`src/hw/rtl/terminal_line_editor_assert.svh`:
```
// Assertion macros for the line editor RTL.
// Each expects clk_i and rst_ni in the scope of the module that uses it.
`ifndef TERMINAL_LINE_EDITOR_ASSERT_SVH
`define TERMINAL_LINE_EDITOR_ASSERT_SVH

// Checked at every clock edge outside reset.
`define TLE_ASSERT(label, prop, msg) \
  label: assert property (@(posedge clk_i) disable iff (!rst_ni) (prop)) else $error(msg);

// Checked at every clock edge, reset included.
`define TLE_ASSERT_ALWAYS(label, prop, msg) \
  label: assert property (@(posedge clk_i) (prop)) else $error(msg);

`endif

```
`src/hw/rtl/tle_pkg.sv`:
```
package tle_pkg;

  typedef logic [5:0] len_t;

  typedef struct packed {
    logic [7:0] rx_byte;
    logic       end_of_input;
  } in_t;

  typedef enum logic [2:0] {
    KIND_CONSUMED      = 3'd0,
    KIND_LINE_BYTE     = 3'd1,
    KIND_LINE_END      = 3'd2,
    KIND_END_OF_STREAM = 3'd3,
    KIND_CLEAR_SCREEN  = 3'd4,
    KIND_INTERRUPT     = 3'd5
  } kind_e;

  typedef struct packed {
    kind_e      kind;
    logic [7:0] data_byte;
    len_t       line_length;
    logic       last;
  } out_t;

  typedef enum logic [2:0] {
    ESC_NORMAL = 3'd0,
    ESC_ESC    = 3'd1,
    ESC_ESCESC = 3'd2,
    ESC_SS     = 3'd3,
    ESC_CSI    = 3'd4,
    ESC_PARAM1 = 3'd5,
    ESC_PARAM2 = 3'd6
  } esc_e;

  typedef enum logic [2:0] {
    ST_IDLE,
    ST_DISPATCH,
    ST_DECODE,
    ST_UNIT,
    ST_EMIT,
    ST_FINAL
  } state_e;

  // What a dispatched transaction needs beyond its final result.
  typedef enum logic [1:0] {
    ACT_SIMPLE,
    ACT_EMIT,
    ACT_DELETE
  } act_e;

  typedef struct packed {
    logic accept;
    logic dispatch;
    logic dec_step;
    logic unit_step;
    logic emit_step;
    logic final_load;
  } cmd_t;

  typedef struct packed {
    act_e action;
    logic unit_end;
    logic del_more;
    logic emit_last;
    logic out_free;
  } status_t;

  localparam logic [7:0] ChEtx      = 8'h03;
  localparam logic [7:0] ChFf       = 8'h0C;
  localparam logic [7:0] ChCr       = 8'h0D;
  localparam logic [7:0] ChEsc      = 8'h1B;
  localparam logic [7:0] ChDel      = 8'h7F;
  localparam logic [7:0] ChLbracket = 8'h5B;
  localparam logic [7:0] ChSemi     = 8'h3B;
  localparam logic [7:0] ChUpperN   = 8'h4E;
  localparam logic [7:0] ChUpperO   = 8'h4F;
  localparam logic [7:0] ChDigit0   = 8'h30;
  localparam logic [7:0] ChDigit9   = 8'h39;
  localparam logic [7:0] ChPrintLo  = 8'h20;
  localparam logic [7:0] ChPrintHi  = 8'hF7;

  localparam logic [31:0] CpVs16   = 32'h0000_FE0F;
  localparam logic [31:0] CpZwj    = 32'h0000_200D;
  localparam logic [31:0] CpFlagLo = 32'h0001_F1E6;
  localparam logic [31:0] CpFlagHi = 32'h0001_F1FF;
  localparam logic [31:0] CpModLo  = 32'h0001_F3FB;
  localparam logic [31:0] CpModHi  = 32'h0001_F3FF;

endpackage

```
`src/hw/rtl/terminal_line_editor.sv`:
```
// Terminal line editor: takes one raw terminal byte per input transaction and
// returns one or more results for it, the final one flagged by last. The
// controller accepts a transaction, classifies it in the next cycle, then
// produces its results. A byte that only edits state (printable byte, escape
// byte, form feed, Ctrl-C) goes straight to its final result. CR or end of
// input outside an escape sequence first returns each held byte, as the line
// store is read one byte per cycle while the result register is free. Delete
// walks back over the stored bytes, decoding and examining one code point at
// a time. The result register frees the output side, but a transaction whose
// results meet a full result register waits for it to drain. The line store
// needs no clearing after reset; the block is ready once reset is released.
module terminal_line_editor #(
  parameter int unsigned LINE_BYTES = 64
) (
  input  logic           clk_i,
  input  logic           rst_ni,
  input  tle_pkg::in_t   in_i,
  input  logic           in_valid_i,
  output logic           in_ready_o,
  output tle_pkg::out_t  out_o,
  output logic           out_valid_o,
  input  logic           out_ready_i
);

  tle_pkg::cmd_t    cmd;
  tle_pkg::status_t status;

  tle_ctrl u_ctrl (
    .clk_i      (clk_i),
    .rst_ni     (rst_ni),
    .in_valid_i (in_valid_i),
    .in_ready_o (in_ready_o),
    .status_i   (status),
    .cmd_o      (cmd)
  );

  tle_dp #(
    .LINE_BYTES (LINE_BYTES)
  ) u_dp (
    .clk_i       (clk_i),
    .rst_ni      (rst_ni),
    .in_i        (in_i),
    .cmd_i       (cmd),
    .out_ready_i (out_ready_i),
    .status_o    (status),
    .out_o       (out_o),
    .out_valid_o (out_valid_o)
  );

endmodule

```
`src/hw/rtl/tle_ctrl.sv`:
```
module tle_ctrl (
  input  logic              clk_i,
  input  logic              rst_ni,
  input  logic              in_valid_i,
  output logic              in_ready_o,
  input  tle_pkg::status_t  status_i,
  output tle_pkg::cmd_t     cmd_o
);

  tle_pkg::state_e state_q, state_d;

  always_ff @(posedge clk_i or negedge rst_ni) begin
    if (!rst_ni) begin
      state_q <= tle_pkg::ST_IDLE;
    end else begin
      state_q <= state_d;
    end
  end

  always_comb begin
    state_d = state_q;
    case (state_q)
      tle_pkg::ST_IDLE: begin
        if (in_valid_i) begin
          state_d = tle_pkg::ST_DISPATCH;
        end
      end
      tle_pkg::ST_DISPATCH: begin
        case (status_i.action)
          tle_pkg::ACT_EMIT:   state_d = tle_pkg::ST_EMIT;
          tle_pkg::ACT_DELETE: state_d = tle_pkg::ST_DECODE;
          default:             state_d = tle_pkg::ST_FINAL;
        endcase
      end
      tle_pkg::ST_DECODE: begin
        if (status_i.unit_end) begin
          state_d = tle_pkg::ST_UNIT;
        end
      end
      tle_pkg::ST_UNIT: begin
        state_d = status_i.del_more ? tle_pkg::ST_DECODE : tle_pkg::ST_FINAL;
      end
      tle_pkg::ST_EMIT: begin
        if (status_i.out_free && status_i.emit_last) begin
          state_d = tle_pkg::ST_FINAL;
        end
      end
      tle_pkg::ST_FINAL: begin
        if (status_i.out_free) begin
          state_d = tle_pkg::ST_IDLE;
        end
      end
      default: state_d = tle_pkg::ST_IDLE;
    endcase
  end

  always_comb begin
    cmd_o      = '0;
    in_ready_o = 1'b0;
    case (state_q)
      tle_pkg::ST_IDLE: begin
        in_ready_o   = 1'b1;
        cmd_o.accept = in_valid_i;
      end
      tle_pkg::ST_DISPATCH: cmd_o.dispatch   = 1'b1;
      tle_pkg::ST_DECODE:   cmd_o.dec_step   = 1'b1;
      tle_pkg::ST_UNIT:     cmd_o.unit_step  = 1'b1;
      tle_pkg::ST_EMIT:     cmd_o.emit_step  = status_i.out_free;
      tle_pkg::ST_FINAL:    cmd_o.final_load = status_i.out_free;
      default: begin
        cmd_o      = '0;
        in_ready_o = 1'b0;
      end
    endcase
  end

endmodule

```
`src/hw/rtl/tle_dp.sv`:
```
`include "terminal_line_editor_assert.svh"

module tle_dp #(
  parameter int unsigned LINE_BYTES = 64
) (
  input  logic              clk_i,
  input  logic              rst_ni,
  input  tle_pkg::in_t      in_i,
  input  tle_pkg::cmd_t     cmd_i,
  input  logic              out_ready_i,
  output tle_pkg::status_t  status_o,
  output tle_pkg::out_t     out_o,
  output logic              out_valid_o
);

  localparam int unsigned CntW = $clog2(LINE_BYTES);
  localparam logic [CntW-1:0] CountMax = CntW'(LINE_BYTES - 1);
  localparam logic [2:0] GrpSat = 3'd6;

  tle_pkg::in_t    in_q;
  tle_pkg::esc_e   esc_q, esc_d;
  logic [CntW-1:0] count_q, count_d;

  logic [7:0]      line_mem [LINE_BYTES];
  logic            mem_we;
  logic [7:0]      rd_data_q;

  logic [CntW-1:0] ptr_q, ptr_d, ptr_inc;
  logic [31:0]     acc_q, acc_d;
  logic [2:0]      grp_q, grp_d;
  logic [31:0]     dcode_q, dcode_d;
  logic [CntW-1:0] dstart_q, dstart_d;
  logic [31:0]     cur_code_q, cur_code_d;
  logic [CntW-1:0] cur_start_q, cur_start_d;
  logic            cur_valid_q, cur_valid_d;
  logic            last_pass_q, last_pass_d;
  tle_pkg::kind_e  res_kind_q, res_kind_d;
  logic            line_clear_q, line_clear_d;
  tle_pkg::out_t   out_q, out_d;
  logic            out_valid_q, out_valid_d;

  tle_pkg::act_e   cls_act;
  tle_pkg::kind_e  cls_kind;
  logic            cls_clear;
  tle_pkg::esc_e   cls_esc;
  logic [CntW-1:0] cls_count;
  logic            cls_we;

  logic            is_cont, replace, unit_end, del_more, step_a;
  logic [7:0]      bits;
  logic [31:0]     shifted, merged, dec_code;
  logic [1:0]      rule;

  function automatic tle_pkg::esc_e esc_next(input tle_pkg::esc_e s, input logic [7:0] c);
    logic          digit;
    tle_pkg::esc_e n;
    digit = c inside {[tle_pkg::ChDigit0:tle_pkg::ChDigit9]};
    n     = tle_pkg::ESC_NORMAL;
    case (s)
      tle_pkg::ESC_ESC: begin
        if (c inside {tle_pkg::ChUpperN, tle_pkg::ChUpperO}) begin
          n = tle_pkg::ESC_SS;
        end else if (c == tle_pkg::ChLbracket) begin
          n = tle_pkg::ESC_CSI;
        end else if (c == tle_pkg::ChEsc) begin
          n = tle_pkg::ESC_ESCESC;
        end
      end
      tle_pkg::ESC_ESCESC: begin
        if (c == tle_pkg::ChLbracket) begin
          n = tle_pkg::ESC_ESCESC;
        end
      end
      tle_pkg::ESC_CSI, tle_pkg::ESC_PARAM1: begin
        if (digit) begin
          n = tle_pkg::ESC_PARAM1;
        end else if (c == tle_pkg::ChSemi) begin
          n = tle_pkg::ESC_PARAM2;
        end
      end
      tle_pkg::ESC_PARAM2: begin
        if (digit) begin
          n = tle_pkg::ESC_PARAM2;
        end
      end
      default: n = tle_pkg::ESC_NORMAL;
    endcase
    return n;
  endfunction

  // {keep deleting, enter final pass}; the final pass stands for a depth of one
  function automatic logic [1:0] cluster_rule(input logic [31:0] code, input logic [31:0] prev,
                                              input logic last_pass);
    logic       code_flag;
    logic       prev_flag;
    logic       shrink;
    logic [1:0] r;
    code_flag = code inside {[tle_pkg::CpFlagLo:tle_pkg::CpFlagHi]};
    prev_flag = prev inside {[tle_pkg::CpFlagLo:tle_pkg::CpFlagHi]};
    shrink    = 1'b0;
    r         = 2'b00;
    if (code == tle_pkg::CpVs16 || code == tle_pkg::CpZwj) begin
      shrink = 1'b1;
    end else if (code_flag && prev_flag && !last_pass) begin
      r = 2'b11;
    end else if (code inside {[tle_pkg::CpModLo:tle_pkg::CpModHi]}) begin
      shrink = 1'b1;
    end else if (prev == tle_pkg::CpZwj) begin
      shrink = 1'b1;
    end
    if (shrink) begin
      r = {!last_pass, 1'b0};
    end
    return r;
  endfunction

  // Classify the held transaction
  always_comb begin
    cls_act   = tle_pkg::ACT_SIMPLE;
    cls_kind  = tle_pkg::KIND_CONSUMED;
    cls_clear = 1'b0;
    cls_esc   = esc_q;
    cls_count = count_q;
    cls_we    = 1'b0;
    if (in_q.end_of_input) begin
      cls_kind = tle_pkg::KIND_END_OF_STREAM;
      if (esc_q == tle_pkg::ESC_NORMAL) begin
        cls_clear = 1'b1;
        if (count_q != '0) begin
          cls_act = tle_pkg::ACT_EMIT;
        end
      end else begin
        // the implied CR closes any escape sequence
        cls_esc = tle_pkg::ESC_NORMAL;
      end
    end else if (in_q.rx_byte == tle_pkg::ChEtx) begin
      cls_kind = tle_pkg::KIND_INTERRUPT;
    end else if (esc_q != tle_pkg::ESC_NORMAL) begin
      cls_esc = esc_next(esc_q, in_q.rx_byte);
    end else begin
      case (in_q.rx_byte)
        tle_pkg::ChCr: begin
          cls_kind  = tle_pkg::KIND_LINE_END;
          cls_clear = 1'b1;
          if (count_q != '0) begin
            cls_act = tle_pkg::ACT_EMIT;
          end
        end
        tle_pkg::ChFf: begin
          cls_kind  = tle_pkg::KIND_CLEAR_SCREEN;
          cls_count = '0;
        end
        tle_pkg::ChEsc: cls_esc = tle_pkg::ESC_ESC;
        tle_pkg::ChDel: begin
          if (count_q != '0) begin
            cls_act = tle_pkg::ACT_DELETE;
          end
        end
        default: begin
          if (in_q.rx_byte inside {[tle_pkg::ChPrintLo:tle_pkg::ChPrintHi]} &&
              count_q < CountMax) begin
            cls_we    = 1'b1;
            cls_count = count_q + 1'b1;
          end
        end
      endcase
    end
  end

  // Backward UTF-8 decode, one stored byte per cycle
  always_comb begin
    is_cont = rd_data_q[7:6] == 2'b10;
    replace = !rd_data_q[7] || rd_data_q > tle_pkg::ChPrintHi;
    if (is_cont) begin
      bits = {2'b00, rd_data_q[5:0]};
    end else if (rd_data_q[7:5] == 3'b110) begin
      bits = {3'b000, rd_data_q[4:0]};
    end else if (rd_data_q[7:4] == 4'b1110) begin
      bits = {4'b0000, rd_data_q[3:0]};
    end else begin
      bits = {5'b00000, rd_data_q[2:0]};
    end
    // bits landing at bit 32 and above fall off
    case (grp_q)
      3'd0:    shifted = {24'd0, bits};
      3'd1:    shifted = {24'd0, bits} << 6;
      3'd2:    shifted = {24'd0, bits} << 12;
      3'd3:    shifted = {24'd0, bits} << 18;
      3'd4:    shifted = {24'd0, bits} << 24;
      3'd5:    shifted = {24'd0, bits} << 30;
      default: shifted = '0;
    endcase
    merged   = acc_q | shifted;
    dec_code = replace ? {24'd0, rd_data_q} : merged;
    unit_end = !is_cont || (ptr_q == '0);
  end

  assign ptr_inc = ptr_q + 1'b1;

  always_comb begin
    esc_d        = esc_q;
    count_d      = count_q;
    ptr_d        = ptr_q;
    acc_d        = acc_q;
    grp_d        = grp_q;
    dcode_d      = dcode_q;
    dstart_d     = dstart_q;
    cur_code_d   = cur_code_q;
    cur_start_d  = cur_start_q;
    cur_valid_d  = cur_valid_q;
    last_pass_d  = last_pass_q;
    res_kind_d   = res_kind_q;
    line_clear_d = line_clear_q;
    out_d        = out_q;
    out_valid_d  = out_valid_q && !out_ready_i;
    mem_we       = 1'b0;
    del_more     = 1'b0;
    step_a       = 1'b0;
    rule         = 2'b00;

    if (cmd_i.dispatch) begin
      esc_d        = cls_esc;
      count_d      = cls_count;
      mem_we       = cls_we;
      res_kind_d   = cls_kind;
      line_clear_d = cls_clear;
      ptr_d        = (cls_act == tle_pkg::ACT_DELETE) ? count_q - 1'b1 : '0;
      acc_d        = '0;
      grp_d        = '0;
      cur_valid_d  = 1'b0;
      last_pass_d  = 1'b0;
    end

    if (cmd_i.dec_step) begin
      if (is_cont) begin
        acc_d = merged;
        grp_d = (grp_q == GrpSat) ? grp_q : grp_q + 1'b1;
      end
      if (unit_end) begin
        dcode_d  = dec_code;
        dstart_d = ptr_q;
      end else begin
        ptr_d = ptr_q - 1'b1;
      end
    end

    // The unit just decoded is the cluster's next code point, or the one
    // before the current code point once a current one is held.
    if (cmd_i.unit_step) begin
      step_a = 1'b1;
      if (cur_valid_q) begin
        rule    = cluster_rule(cur_code_q, dcode_q, last_pass_q);
        count_d = cur_start_q;
        step_a  = rule[1];
        if (rule[0]) begin
          last_pass_d = 1'b1;
        end
      end
      if (step_a) begin
        cur_code_d  = dcode_q;
        cur_start_d = dstart_q;
        cur_valid_d = 1'b1;
        if (dstart_q == '0) begin
          count_d = '0;
        end else begin
          ptr_d    = dstart_q - 1'b1;
          acc_d    = '0;
          grp_d    = '0;
          del_more = 1'b1;
        end
      end
    end

    if (cmd_i.emit_step) begin
      out_d.kind        = tle_pkg::KIND_LINE_BYTE;
      out_d.data_byte   = rd_data_q;
      out_d.line_length = tle_pkg::len_t'(count_q);
      out_d.last        = 1'b0;
      out_valid_d       = 1'b1;
      ptr_d             = ptr_inc;
    end

    if (cmd_i.final_load) begin
      out_d.kind        = res_kind_q;
      out_d.data_byte   = '0;
      out_d.line_length = line_clear_q ? '0 : tle_pkg::len_t'(count_q);
      out_d.last        = 1'b1;
      out_valid_d       = 1'b1;
      if (line_clear_q) begin
        count_d = '0;
      end
    end
  end

  always_ff @(posedge clk_i or negedge rst_ni) begin
    if (!rst_ni) begin
      esc_q       <= tle_pkg::ESC_NORMAL;
      count_q     <= '0;
      out_valid_q <= 1'b0;
      cur_valid_q <= 1'b0;
      last_pass_q <= 1'b0;
    end else begin
      esc_q       <= esc_d;
      count_q     <= count_d;
      out_valid_q <= out_valid_d;
      cur_valid_q <= cur_valid_d;
      last_pass_q <= last_pass_d;
    end
  end

  always_ff @(posedge clk_i) begin
    if (cmd_i.accept) begin
      in_q <= in_i;
    end
    ptr_q        <= ptr_d;
    acc_q        <= acc_d;
    grp_q        <= grp_d;
    dcode_q      <= dcode_d;
    dstart_q     <= dstart_d;
    cur_code_q   <= cur_code_d;
    cur_start_q  <= cur_start_d;
    res_kind_q   <= res_kind_d;
    line_clear_q <= line_clear_d;
    out_q        <= out_d;
  end

  // Line store: one write port, one registered read port
  always_ff @(posedge clk_i) begin
    if (mem_we) begin
      line_mem[count_q] <= in_q.rx_byte;
    end
    rd_data_q <= line_mem[ptr_d];
  end

  assign status_o.action    = cls_act;
  assign status_o.unit_end  = unit_end;
  assign status_o.del_more  = del_more;
  assign status_o.emit_last = (ptr_inc == count_q);
  assign status_o.out_free  = !out_valid_q || out_ready_i;

  assign out_o       = out_q;
  assign out_valid_o = out_valid_q;

  `TLE_ASSERT(a_dec_below_count, cmd_i.dec_step |-> ptr_q < count_q, "decode pointer past line end")
  `TLE_ASSERT(a_delete_shrinks, cmd_i.unit_step |=> count_q <= $past(count_q), "delete grew the line")
  `TLE_ASSERT(a_escape_keeps_line, cmd_i.dispatch && esc_q != tle_pkg::ESC_NORMAL && !in_q.end_of_input |=> count_q == $past(count_q), "escape byte edited the line")
  `TLE_ASSERT_ALWAYS(a_byte_needs_line, out_valid_q && out_q.kind == tle_pkg::KIND_LINE_BYTE |-> count_q != '0, "line byte shown with empty line")

endmodule

```
`config.mk`:
```
export PLATFORM = sky130hd
export DESIGN_NAME = terminal_line_editor
export DESIGN_NICKNAME = d
export VERILOG_FILES = /design/src/hw/rtl/tle_pkg.sv /design/src/hw/rtl/terminal_line_editor.sv /design/src/hw/rtl/tle_ctrl.sv /design/src/hw/rtl/tle_dp.sv
export VERILOG_INCLUDE_DIRS = /design/src /design/src/hw/rtl
export SDC_FILE = /design/constraint.sdc
export NUM_CORES = 1
export LEC_CHECK = 0
export ABC_CLOCK_PERIOD_IN_PS = 5400
export BUFFER_PORTS_ARGS = -buffer_cell sky130_fd_sc_hd__buf_2
export CAP_MARGIN = 20
export CORE_ASPECT_RATIO = 2
export CORE_UTILIZATION = 63
export CTS_CLUSTER_SIZE = 14
export DETAILED_ROUTE_END_ITERATION = 10
export PLACE_DENSITY = 0.83
export SLEW_MARGIN = 20
export SYNTH_ARGS = -nofsm -noshare
export SYNTH_HDL_FRONTEND = slang
export SYNTH_HIERARCHICAL = 1
export SYNTH_SLANG_ARGS = --single-unit
```
`constraint.sdc`:
```
create_clock -name clk_i -period 5.4 [get_ports clk_i]
set_clock_uncertainty 0.15 [all_clocks]
set_input_delay 0.27 -clock clk_i [delete_from_list [all_inputs] [get_ports clk_i]]
set_output_delay 0.27 -clock clk_i [all_outputs]
set_load 0.01 [all_outputs]
```
[Word level (Yosys, flattened, before mapping)]
Memories as Yosys holds them, arrays and structs flattened. A register that Yosys moved wholly into a read port is not among the register bits.
Index checks and enable logic that the tools add are counted.
Word-level totals
  register bits: 163
  latch bits: 0
  RAM bits: 512
  bits in read-only memories: 0
  bits of input ports: 13
  output and inout port bits: 20
  logic and storage cells: 236
  memories: 1
Cells by class
  add/subtract/negate cells: 6
  multipliers: 0
  divide/modulo/power cells: 0
  magnitude comparators: 12
  eq/ne operators: 40
  shift operators: 0
  mux-type cells: 116
  bitwise gates (word level): 1
  reduce and logical (&&, ||, !) cells: 37
Memories
  u_dp.line_mem: words 64, width 8, read ports 1, clocked after memory_dff 1, wr ports 1, RTL line tle_dp.sv:24  | logic [7:0] line_mem [LINE_BYTES];
Operator list (number)
  $mux 32: 6
  $pmux 32 s6: 1
  $mux 6: 20
  $ge 32x17->1 const B: 3
  $le 32x17->1 const B: 3
  $mux 3: 24
  $eq 32x14->1 const B: 2
  $mux 1: 42
  $mux 18: 2
  $eq 32x16->1 const B: 1
  $eq 8x7->1 const B: 4
  $or 32x32->32: 1
  $eq 3x3->1 const B: 9
  $mux 8: 3
  $mux 2: 11
  $pmux 3 s6: 1
  $sub 6x1->6 const B: 3
  $eq 8x4->1 const B: 2
  $ge 8x6->1 const B: 2
  $eq 3x2->1 const B: 5
  $add 6x1->6 const B: 2
  $logic_not 6->1: 2
  $pmux 3 s2: 2
  $pmux 3 s4: 1
  30 further kinds: 60

[Depth between registers and ports, before layout]
Gate-level depths: netlist (run 1).
  word-level depth: 17
  gate-level depth with buffers: 19
  depth with buffers taken out: 14

[Modules after synthesis]
The synthesis (run 1) kept the hierarchy.
Modules (own cells, without submodules)
  tle_dp: times used 1, cells each 2106, area an instance 28147.0 um^2, seq. area each 19779.0 um^2
  tle_ctrl: times used 1, cells each 33, area an instance 262.8 um^2, seq. area each 75.1 um^2

[Worst setup path before layout (run 1)]
OpenSTA, ideal clock, no wires.
  path kind: reg2reg
  start point: register u_dp/in_q[3] (netlist bit)
  end point: memory u_dp.line_mem[24][0], enable pin
  library setup time: 0.395 ns
  arrival: 3.526 ns
  required time: 4.855 ns
  path slack: 1.329 ns
  cell stages (with the launch flop): 10
  buffers on the path: 2
  period minus slack after synthesis: 4.071 ns
  path through: edfxtp_1 > and3b_1 > clkbuf_1 > a31oi_2 > inv_1 > nor3_4 > and2_1 > clkbuf_1 > nand2_1 > nor4_1
Between the ends
  longest elaborated chain between the ends: 11
  elaborated cells on any way between the ends: 18
  classes of those cells: order compare (2); eq/ne (5); mux (8); reduce/logical (3)
RTL lines
  start, declared: RTL line tle_dp.sv:20  | tle_pkg::in_t in_q;
  start signal, assigned: RTL line tle_dp.sv:313  | in_q <= in_i;
  $ge 8x6->1 or $le 8x8->1 (tied branches): RTL line tle_dp.sv:160  | if (in_q.rx_byte inside {[tle_pkg::ChPrintLo:tle_pkg::ChPrintHi]} &&
  $logic_and 1x1->1 (2 in a row): RTL line tle_dp.sv:160
  $mux 1: RTL line tle_dp.sv:160
  $mux 1: RTL line tle_dp.sv:141  | case (in_q.rx_byte)
  $mux 1: RTL line tle_dp.sv:138  | end else if (esc_q != tle_pkg::ESC_NORMAL) begin
  $mux 1 (*): RTL line tle_dp.sv:136  | end else if (in_q.rx_byte == tle_pkg::ChEtx) begin
  $mux 1 (*): RTL line tle_dp.sv:125  | if (in_q.end_of_input) begin
  $mux 1 (*): RTL line tle_dp.sv:221  | if (cmd_i.dispatch) begin
  $mux 1 (*): RTL line tle_dp.sv:329  | if (mem_we) begin
  $mux 1 (implied by the code) (*): RTL line tle_dp.sv:330  | line_mem[count_q] <= in_q.rx_byte;
  end, declared: RTL line tle_dp.sv:24
Every way passes the cells marked *; elsewhere a longest branch is shown, timed or not.

[Worst setup path after layout (run 1)]
  start point: register u_dp.count_q[0]
  end point: register u_dp.rd_data_q[4], read port of u_dp.line_mem
Between the ends
  longest elaborated chain between the ends: 15
  elaborated cells on any way between the ends: 18
  classes of those cells: add/sub (1); eq/ne (1); mux (15); reduce/logical (1)
RTL lines
  start, declared: RTL line tle_dp.sv:22  | logic [CntW-1:0] count_q, count_d;
  start signal, assigned: RTL line tle_dp.sv:304  | count_q <= count_d;
  $reduce_bool 6->1: RTL line tle_dp.sv:129, tle_dp.sv:145, tle_dp.sv:155
  $mux 1 or $mux 2 (tied branches): RTL line tle_dp.sv:129, tle_dp.sv:145, tle_dp.sv:155
  $pmux 2 s2: RTL line tle_dp.sv:141
  $mux 2: RTL line tle_dp.sv:138
  $mux 2: RTL line tle_dp.sv:136
  $mux 2: RTL line tle_dp.sv:125
  $eq 2x2->1: RTL line tle_dp.sv:227  | ptr_d = (cls_act == tle_pkg::ACT_DELETE) ? count_q - 1'b1 : '0;
  $mux 6 (*): RTL line tle_dp.sv:227
  $mux 6 (*): RTL line tle_dp.sv:221
  $mux 6: RTL line tle_dp.sv:239  | if (unit_end) begin
  $mux 6 (*): RTL line tle_dp.sv:234  | if (cmd_i.dec_step) begin
  $mux 6: RTL line tle_dp.sv:263  | if (dstart_q == '0) begin
  $mux 6: RTL line tle_dp.sv:259  | if (step_a) begin
  $mux 6 (*): RTL line tle_dp.sv:249  | if (cmd_i.unit_step) begin
  $mux 6 (*): RTL line tle_dp.sv:274  | if (cmd_i.emit_step) begin
  end, declared: RTL line tle_dp.sv:26  | logic [7:0] rd_data_q;
Marked as above.
A chain may end at the register's enable or synchronous reset.

==> results of run 1 <==
-- layer usage --
metal	vias up	track usage, %	wire, µm
met4	0	30.6	7820
li1	8115	-	-
met2	1067	59.0	38600
met1	8986	32.5	22900
met5	-	0	0
met3	379	5.10	5330
-- kinds of logic after synthesis --
family / synth area share [%]
multiplexers: 3.96
XOR/XNOR: 0.647
adder cells (fa/ha/maj): 0.528
AO/OA/AOI/OAI: 9.53
buffers and inverters: 3.01
flip-flops: 69.9
AND/OR/NAND/NOR: 12.4
-- through the flow --
stage / util [%] / std cells / power, mW / worst slack, ps / instance area (µm²)
CTS: 69.8 / 2766 / 17.1 / 436 / 30900
global placement: 65.7 / 2657 / 13.2 / 557 / 29100
global route: 69.8 / 2766 / 17.9 / 107 / 30900
floorplan: - / 2139 / 11.2 / 1330 / 28400
finish: 69.8 / 2766 / 17.3 / 266 / 30900
detailed placement: 65.7 / 2657 / 13.3 / 473 / 29100
-- report_power, final --
part / switching, mW / leakage (nW) / internal, mW / total, mW
sequential: 0.281 / 6.25 / 6.15 / 6.43
clock: 1.77 / 0.802 / 2.03 / 3.80
combinational: 4.82 / 3.56 / 2.22 / 7.04
total: 6.87 / 10.6 / 10.4 / 17.3
-- worst max-delay path, cell delays in order (launching register included) --
cell and delay (ps):
dfrtp_1 680, inv_1 350, ha_1 330, nor2b_1 170
a21bo_2 280, nor2_1 170, nand4_1 230, a31o_1 280
o211a_1 410, buf_4 310, nor2_1 250, buf_4 230
o21ai_0 110, nand4_1 160, nor4b_1 730, nor4_1 130
-- state kept, by name, summed over array words and instances (netlist names), 3 cells and up --
signal            flops
u_dp/out_o           18
u_ctrl/state_q        3
u_dp/ptr_q            6
u_dp/cur_code_q      32
u_dp/in_q             9
u_dp/dcode_q         32
u_dp/esc_q            3
u_dp/acc_q           32
u_dp/res_kind_q       3
u_dp/dstart_q         6
u_dp/line_mem       512
u_dp/count_q          6
u_dp/grp_q            3
u_dp/cur_start_q      6
u_dp/rd_data_q        8
-- cell usage in the layout, fill, tap and decap left out, drive strengths merged, types with 25 or more instances in the layout --
master / instances
a21oi: 76
edfxtp: 610
dfxtp: 58
clkbuf: 85
a311oi: 26
nor2: 265
nand3: 61
a31oi: 30
nor3: 25
mux2i: 90
nand4: 25
buf: 96
and3: 31
o21ai: 87
nand2: 278
-- final cells by class --
type / instances / area share, %
Tap cell: 555 / 2.24
Sequential cell: 683 / 64.2
Clock inverter: 11 / 0.243
Multi-Input combinational cell: 1296 / 25.1
Clock buffer: 85 / 5.15
Inverter: 27 / 0.380
Timing Repair Buffer: 109 / 2.69
-- final timing paths --
kind / to / cells past startpoint / from / slack [ps]
max: u_dp/rd_data_q[4] / 15 / u_dp/count_q[0] / 270
min: u_dp/in_q[0] / 2 / in_i[0] / 230
max reg2reg: u_dp/rd_data_q[4] / 15 / u_dp/count_q[0] / 270
min reg2reg: u_dp/cur_code_q[22] / 0 / u_dp/dcode_q[22] / 310
max in group asynchronous: u_ctrl/state_q[2] / 3 / rst_ni / 3930
min in group asynchronous: u_dp/esc_q[1] / 3 / rst_ni / 690
-- repair_timing --
action                                 CTS  global route
hold buffers                            13             0
endpoints found under the hold margin   26             0
gates resized for setup                  0             0
==> flow_metrics.env, run 1 <==
export IMPL_status="complete, but fails checks"
export IMPL_violations="design-rule violations"
export IMPL_htreeDepth=2
export IMPL_power_density_nw_per_um2=558
export IMPL_yosys_top_cells_count="edfxtp_1, nand2_1, nor2_1"
export IMPL_peakVddDrop_mv=0.424
export IMPL_cts_buffers=58
export IMPL_synth_async_reset_ratio_pct=2.20
export IMPL_die_w_um=152
export IMPL_tns_ps=0
export IMPL_crit_fanout=20
export IMPL_finalSetupViolCount=0
export IMPL_critical_path_class="flip-flop to flip-flop"
export IMPL_gp_congestion=0.954
export IMPL_leakage_nw=10.6
export IMPL_port_buffers=32
export IMPL_multiInputGateArea_um2=7770
export IMPL_antenna_found_initial=0
export IMPL_synthCells=2139
export IMPL_yosysTopAreaCell="edfxtp_1"
export IMPL_period_needed_ps=5130
export IMPL_ys_types=90
export IMPL_cp_arrival_ps=5440
export IMPL_drt_iter0_markers=1964
export IMPL_start_kind="flip-flop"
export IMPL_holdWs_ps=230
export IMPL_clk_latency_ps=610
export IMPL_via_per_inst=6.71
export IMPL_drcViolationCount=3
export IMPL_dieArea_um2=46000
export IMPL_required_ps=5710
export IMPL_finalHoldViolations=0
export IMPL_wl_um=74600
export IMPL_row_count=109
export IMPL_vias=18500
export IMPL_post_synth_top_count_cell="edfxtp_1"
export IMPL_clk_pin_slew_ps=70
export IMPL_max_slew_margin_pct=23.1
export IMPL_syn_area_per_cell_um2=13.3
export IMPL_synth_edff_count=610
export IMPL_io_pins=33
export IMPL_yosys_warnings=6
export IMPL_fp_coreArea_um2=44300
export IMPL_post_cts_repair_setup_buffers=0
export IMPL_final_nets=2200
export IMPL_cts_buffer_depth=3
export IMPL_postRouteAntennaNets=0
export IMPL_diodes=0
export IMPL_grt_pass1_vias=18600
export IMPL_yosysSeqAreaShare_pct=69.9
export IMPL_ff_latch_area_um2=19900
export IMPL_yosysTopAreaCellShare_pct=64.5
export IMPL_dr_pass1_iters=11
export IMPL_syn_to_final_growth_pct=8.89
export IMPL_cts_sinks=683
export IMPL_fmax_ghz=0.195
export IMPL_synth_nets=2164
export IMPL_tightest_slew_ps=1140
export IMPL_synthFlopType="edfxtp_1"
export IMPL_fin_crit_sh_pct=95.1
export IMPL_grt_max_degree=69
export IMPL_crit_path_end_kind="flip-flop"
export IMPL_hp_class="input port to flip-flop"
export IMPL_grt_pass1_wl_um=110000
export IMPL_root_buffer="clkbuf_16"
export IMPL_drive_gt1_share_pct=10.5
export IMPL_fillCellCount=2880
export IMPL_final_max_slew_viol_count=0
export IMPL_initial_core_util_pct=64.1
export IMPL_synth_top_cells_by_area="edfxtp_1, dfxtp_1, nand2_1"
export IMPL_maxCapViolations=0
export IMPL_wl_per_cell_um=27.0
export IMPL_dp_hpwl_um=49300
export IMPL_grt_setup_unrepaired="false"
export IMPL_synth_area_um2=28400
export IMPL_cts_tree="built"
export IMPL_die_h_um=302
export IMPL_globalRouteOverflowTotal=0
export IMPL_synth_seq_cells=683
export IMPL_track_usage_pct=32.9
(Power assumes the default switching activity.)
==> inputs of run 2 (changes only) <==
--- a/config.mk
+++ b/config.mk
@@ -14,6 +14,7 @@
 export CTS_CLUSTER_SIZE = 14
 export DETAILED_ROUTE_END_ITERATION = 10
 export PLACE_DENSITY = 0.83
+export RECOVER_POWER = 100
 export SLEW_MARGIN = 20
 export SYNTH_ARGS = -nofsm -noshare
 export SYNTH_HDL_FRONTEND = slang
==> flow_metrics.env, run 2 (synthesis gave the netlist of run 1 again) <==
export IMPL_grt_setup_unrepaired="false"
export IMPL_path_cells="inv_1 > ha_1 > nor2b_1 > a21bo_2 > nor2_1 > nand4_1 > a31o_1 > o211a_1 > buf_4 > nor2_1 > buf_4 > nand3_1 > a41o_1 > a221oi_1 > buf_4 > nor4_1"
export IMPL_hp_class="input port to flip-flop"
export IMPL_row_count=109
export IMPL_drcViolationCount=4
export IMPL_grt_pass1_wl_um=110000
export IMPL_mostFrequentLayoutCells="edfxtp_1, nand2_1, nor2_1"
export IMPL_die_h_um=302
export IMPL_maxCapViolations=5
export IMPL_p_int_mw=10.4
export IMPL_wl_per_cell_um=26.9
export IMPL_path_buf_inv=4
export IMPL_final_cells=2766
export IMPL_cp_slowest_cell="dfrtp_1"
export IMPL_via_per_inst=6.70
export IMPL_crit_path_end_kind="flip-flop"
export IMPL_postRouteAntennaNets=0
export IMPL_leakage_nw=10.5
export IMPL_cp_arrival_ps=5410
export IMPL_start_kind="flip-flop"
export IMPL_cts_buffers=58
export IMPL_crit_top_cell="buf_4"
export IMPL_final_nets=2200
export IMPL_syn_to_final_growth_pct=8.50
export IMPL_gp_congestion=0.954
export IMPL_finalSetupViolCount=0
export IMPL_hold_buffers=13
export IMPL_dieArea_um2=46000
export IMPL_cts_tree="built"
export IMPL_crit_fanout=20
export IMPL_grt_pass1_vias=18600
export IMPL_cts_buffer_depth=3
export IMPL_p_sw_mw=6.86
export IMPL_cts_resized=0
export IMPL_wl_um=74500
export IMPL_dp_cells=2657
export IMPL_clk_pin_slew_ps=70
export IMPL_diodes=0
export IMPL_status="complete, but fails checks"
export IMPL_finalHoldViolations=0
export IMPL_tns_ps=0
export IMPL_drt_iter0_markers=1905
export IMPL_critical_path_class="flip-flop to flip-flop"
export IMPL_period_needed_ps=5090
export IMPL_io_pins=33
export IMPL_peakVddDrop_mv=0.412
export IMPL_regMostFlops="u_dp/line_mem"
export IMPL_slowest_delay_ps=660
export IMPL_violations="design-rule violations, max-capacitance violations, max-slew violations"
export IMPL_required_ps=5720
export IMPL_initial_core_util_pct=64.1
export IMPL_cts_sinks=683
export IMPL_fmax_ghz=0.196
export IMPL_seqPwrFrac_pct=37.4
export IMPL_htreeDepth=2
export IMPL_power_frac_comb_pct=40.6
export IMPL_drive_gt1_share_pct=8.82
export IMPL_fin_crit_sh_pct=94.3
export IMPL_grt_max_degree=69
export IMPL_antenna_found_initial=0
export IMPL_dp_hpwl_um=49300
export IMPL_track_usage_pct=32.9
export IMPL_fp_coreArea_um2=44300
export IMPL_clk_latency_ps=610
export IMPL_clkPwrFrac_pct=22.0
export IMPL_root_buffer="clkbuf_16"
export IMPL_final_max_slew_viol_count=133
export IMPL_tightest_slew_ps=2920
export IMPL_p_sw_share_pct=39.8
export IMPL_die_w_um=152
export IMPL_vias=18500
export IMPL_largest_register_ffs=512
export IMPL_power_density_nw_per_um2=558
export IMPL_final_common_cell="edfxtp_1"
export IMPL_dr_pass1_iters=10
export IMPL_critPathTopFamily="compound AO/OA/AOI/OAI gates"
export IMPL_max_slew_margin_pct=-94.4
export IMPL_post_cts_repair_setup_buffers=0
export IMPL_globalRouteOverflowTotal=0
export IMPL_port_buffers=32
## run 2: changes by cell type in the layout (fill, tap and decap cells not counted), moves of 2 or more
cell,before,now
buf_2,32,10
clkbuf_2,0,2
and2_0,0,9
buf_4,59,48
clkbuf_1,24,54
and2_1,18,9
nor4_1,13,15
## run 2: routing by layer
| metal | vias up | share of wire (%) | GRT usage (%) |
|---|---|---|---|
| li1 | 8108 | - | - |
| met1 | 9033 | 31 | 32.5 |
| met2 | 1016 | 52 | 59.0 |
| met3 | 365 | 7.0 | 5.10 |
| met4 | 0 | 10 | 30.6 |
| met5 | - | 0 | 0 |
## run 2: power by group through the flow
stage	clock (mW)	sequential (mW)	combinational (mW)
3_5_place_dp	0	6.52	6.79
2_1_floorplan	0	6.49	4.69
6_report	3.79	6.43	6.99
5_1_grt	4.01	6.45	7.35
4_1_cts	3.82	6.41	6.84
3_3_place_gp	0	6.51	6.65
## run 2: stage by stage
stage               setup WS [ps]  util (%)  hold WS, ps  power (mW)  instance area, µm²
floorplan                    1330         -         -176        11.2               28400
global placement              557      65.7         53.6        13.2               29100
detailed placement            473      65.7         65.1        13.3               29100
CTS                           436      69.8          217        17.1               30900
global route                 82.1      69.5          227        17.8               30800
finish                        309      69.5          230        17.2               30800
## run 2: worst reg2reg max path, stage by stage (launching register included)
cell and delay (ps):
dfrtp_1 660, inv_1 330, ha_1 330, nor2b_1 180, a21bo_2 280, nor2_1 180
nand4_1 230, a31o_1 280, o211a_1 410, buf_4 320, nor2_1 260, buf_4 230
nand3_1 110, a41o_1 250, a221oi_1 470, buf_4 230, nor4_1 50
## run 2: layout make-up
type,instances,area (µm²)
Tap cell,555,694
Timing Repair Buffer,109,771
Fill cell,2909,13500
Sequential cell,683,19900
Clock buffer,85,1590
Inverter,27,118
Multi-Input combinational cell,1296,7720
Clock inverter,11,75.1
## run 2: worst paths after layout
path / from / end / slack [ps] / cells past startpoint
max in group asynchronous: rst_ni / u_ctrl/state_q[2] / 3900 / 3
worst min-delay path: in_i[0] / u_dp/in_q[0] / 230 / 2
worst max register to register: u_dp/count_q[0] / u_dp/rd_data_q[4] / 310 / 16
worst min register to register: u_dp/dcode_q[22] / u_dp/cur_code_q[22] / 300 / 0
min in group asynchronous: rst_ni / u_dp/last_pass_q / 710 / 3
worst max-delay path: u_dp/count_q[0] / u_dp/rd_data_q[4] / 310 / 16
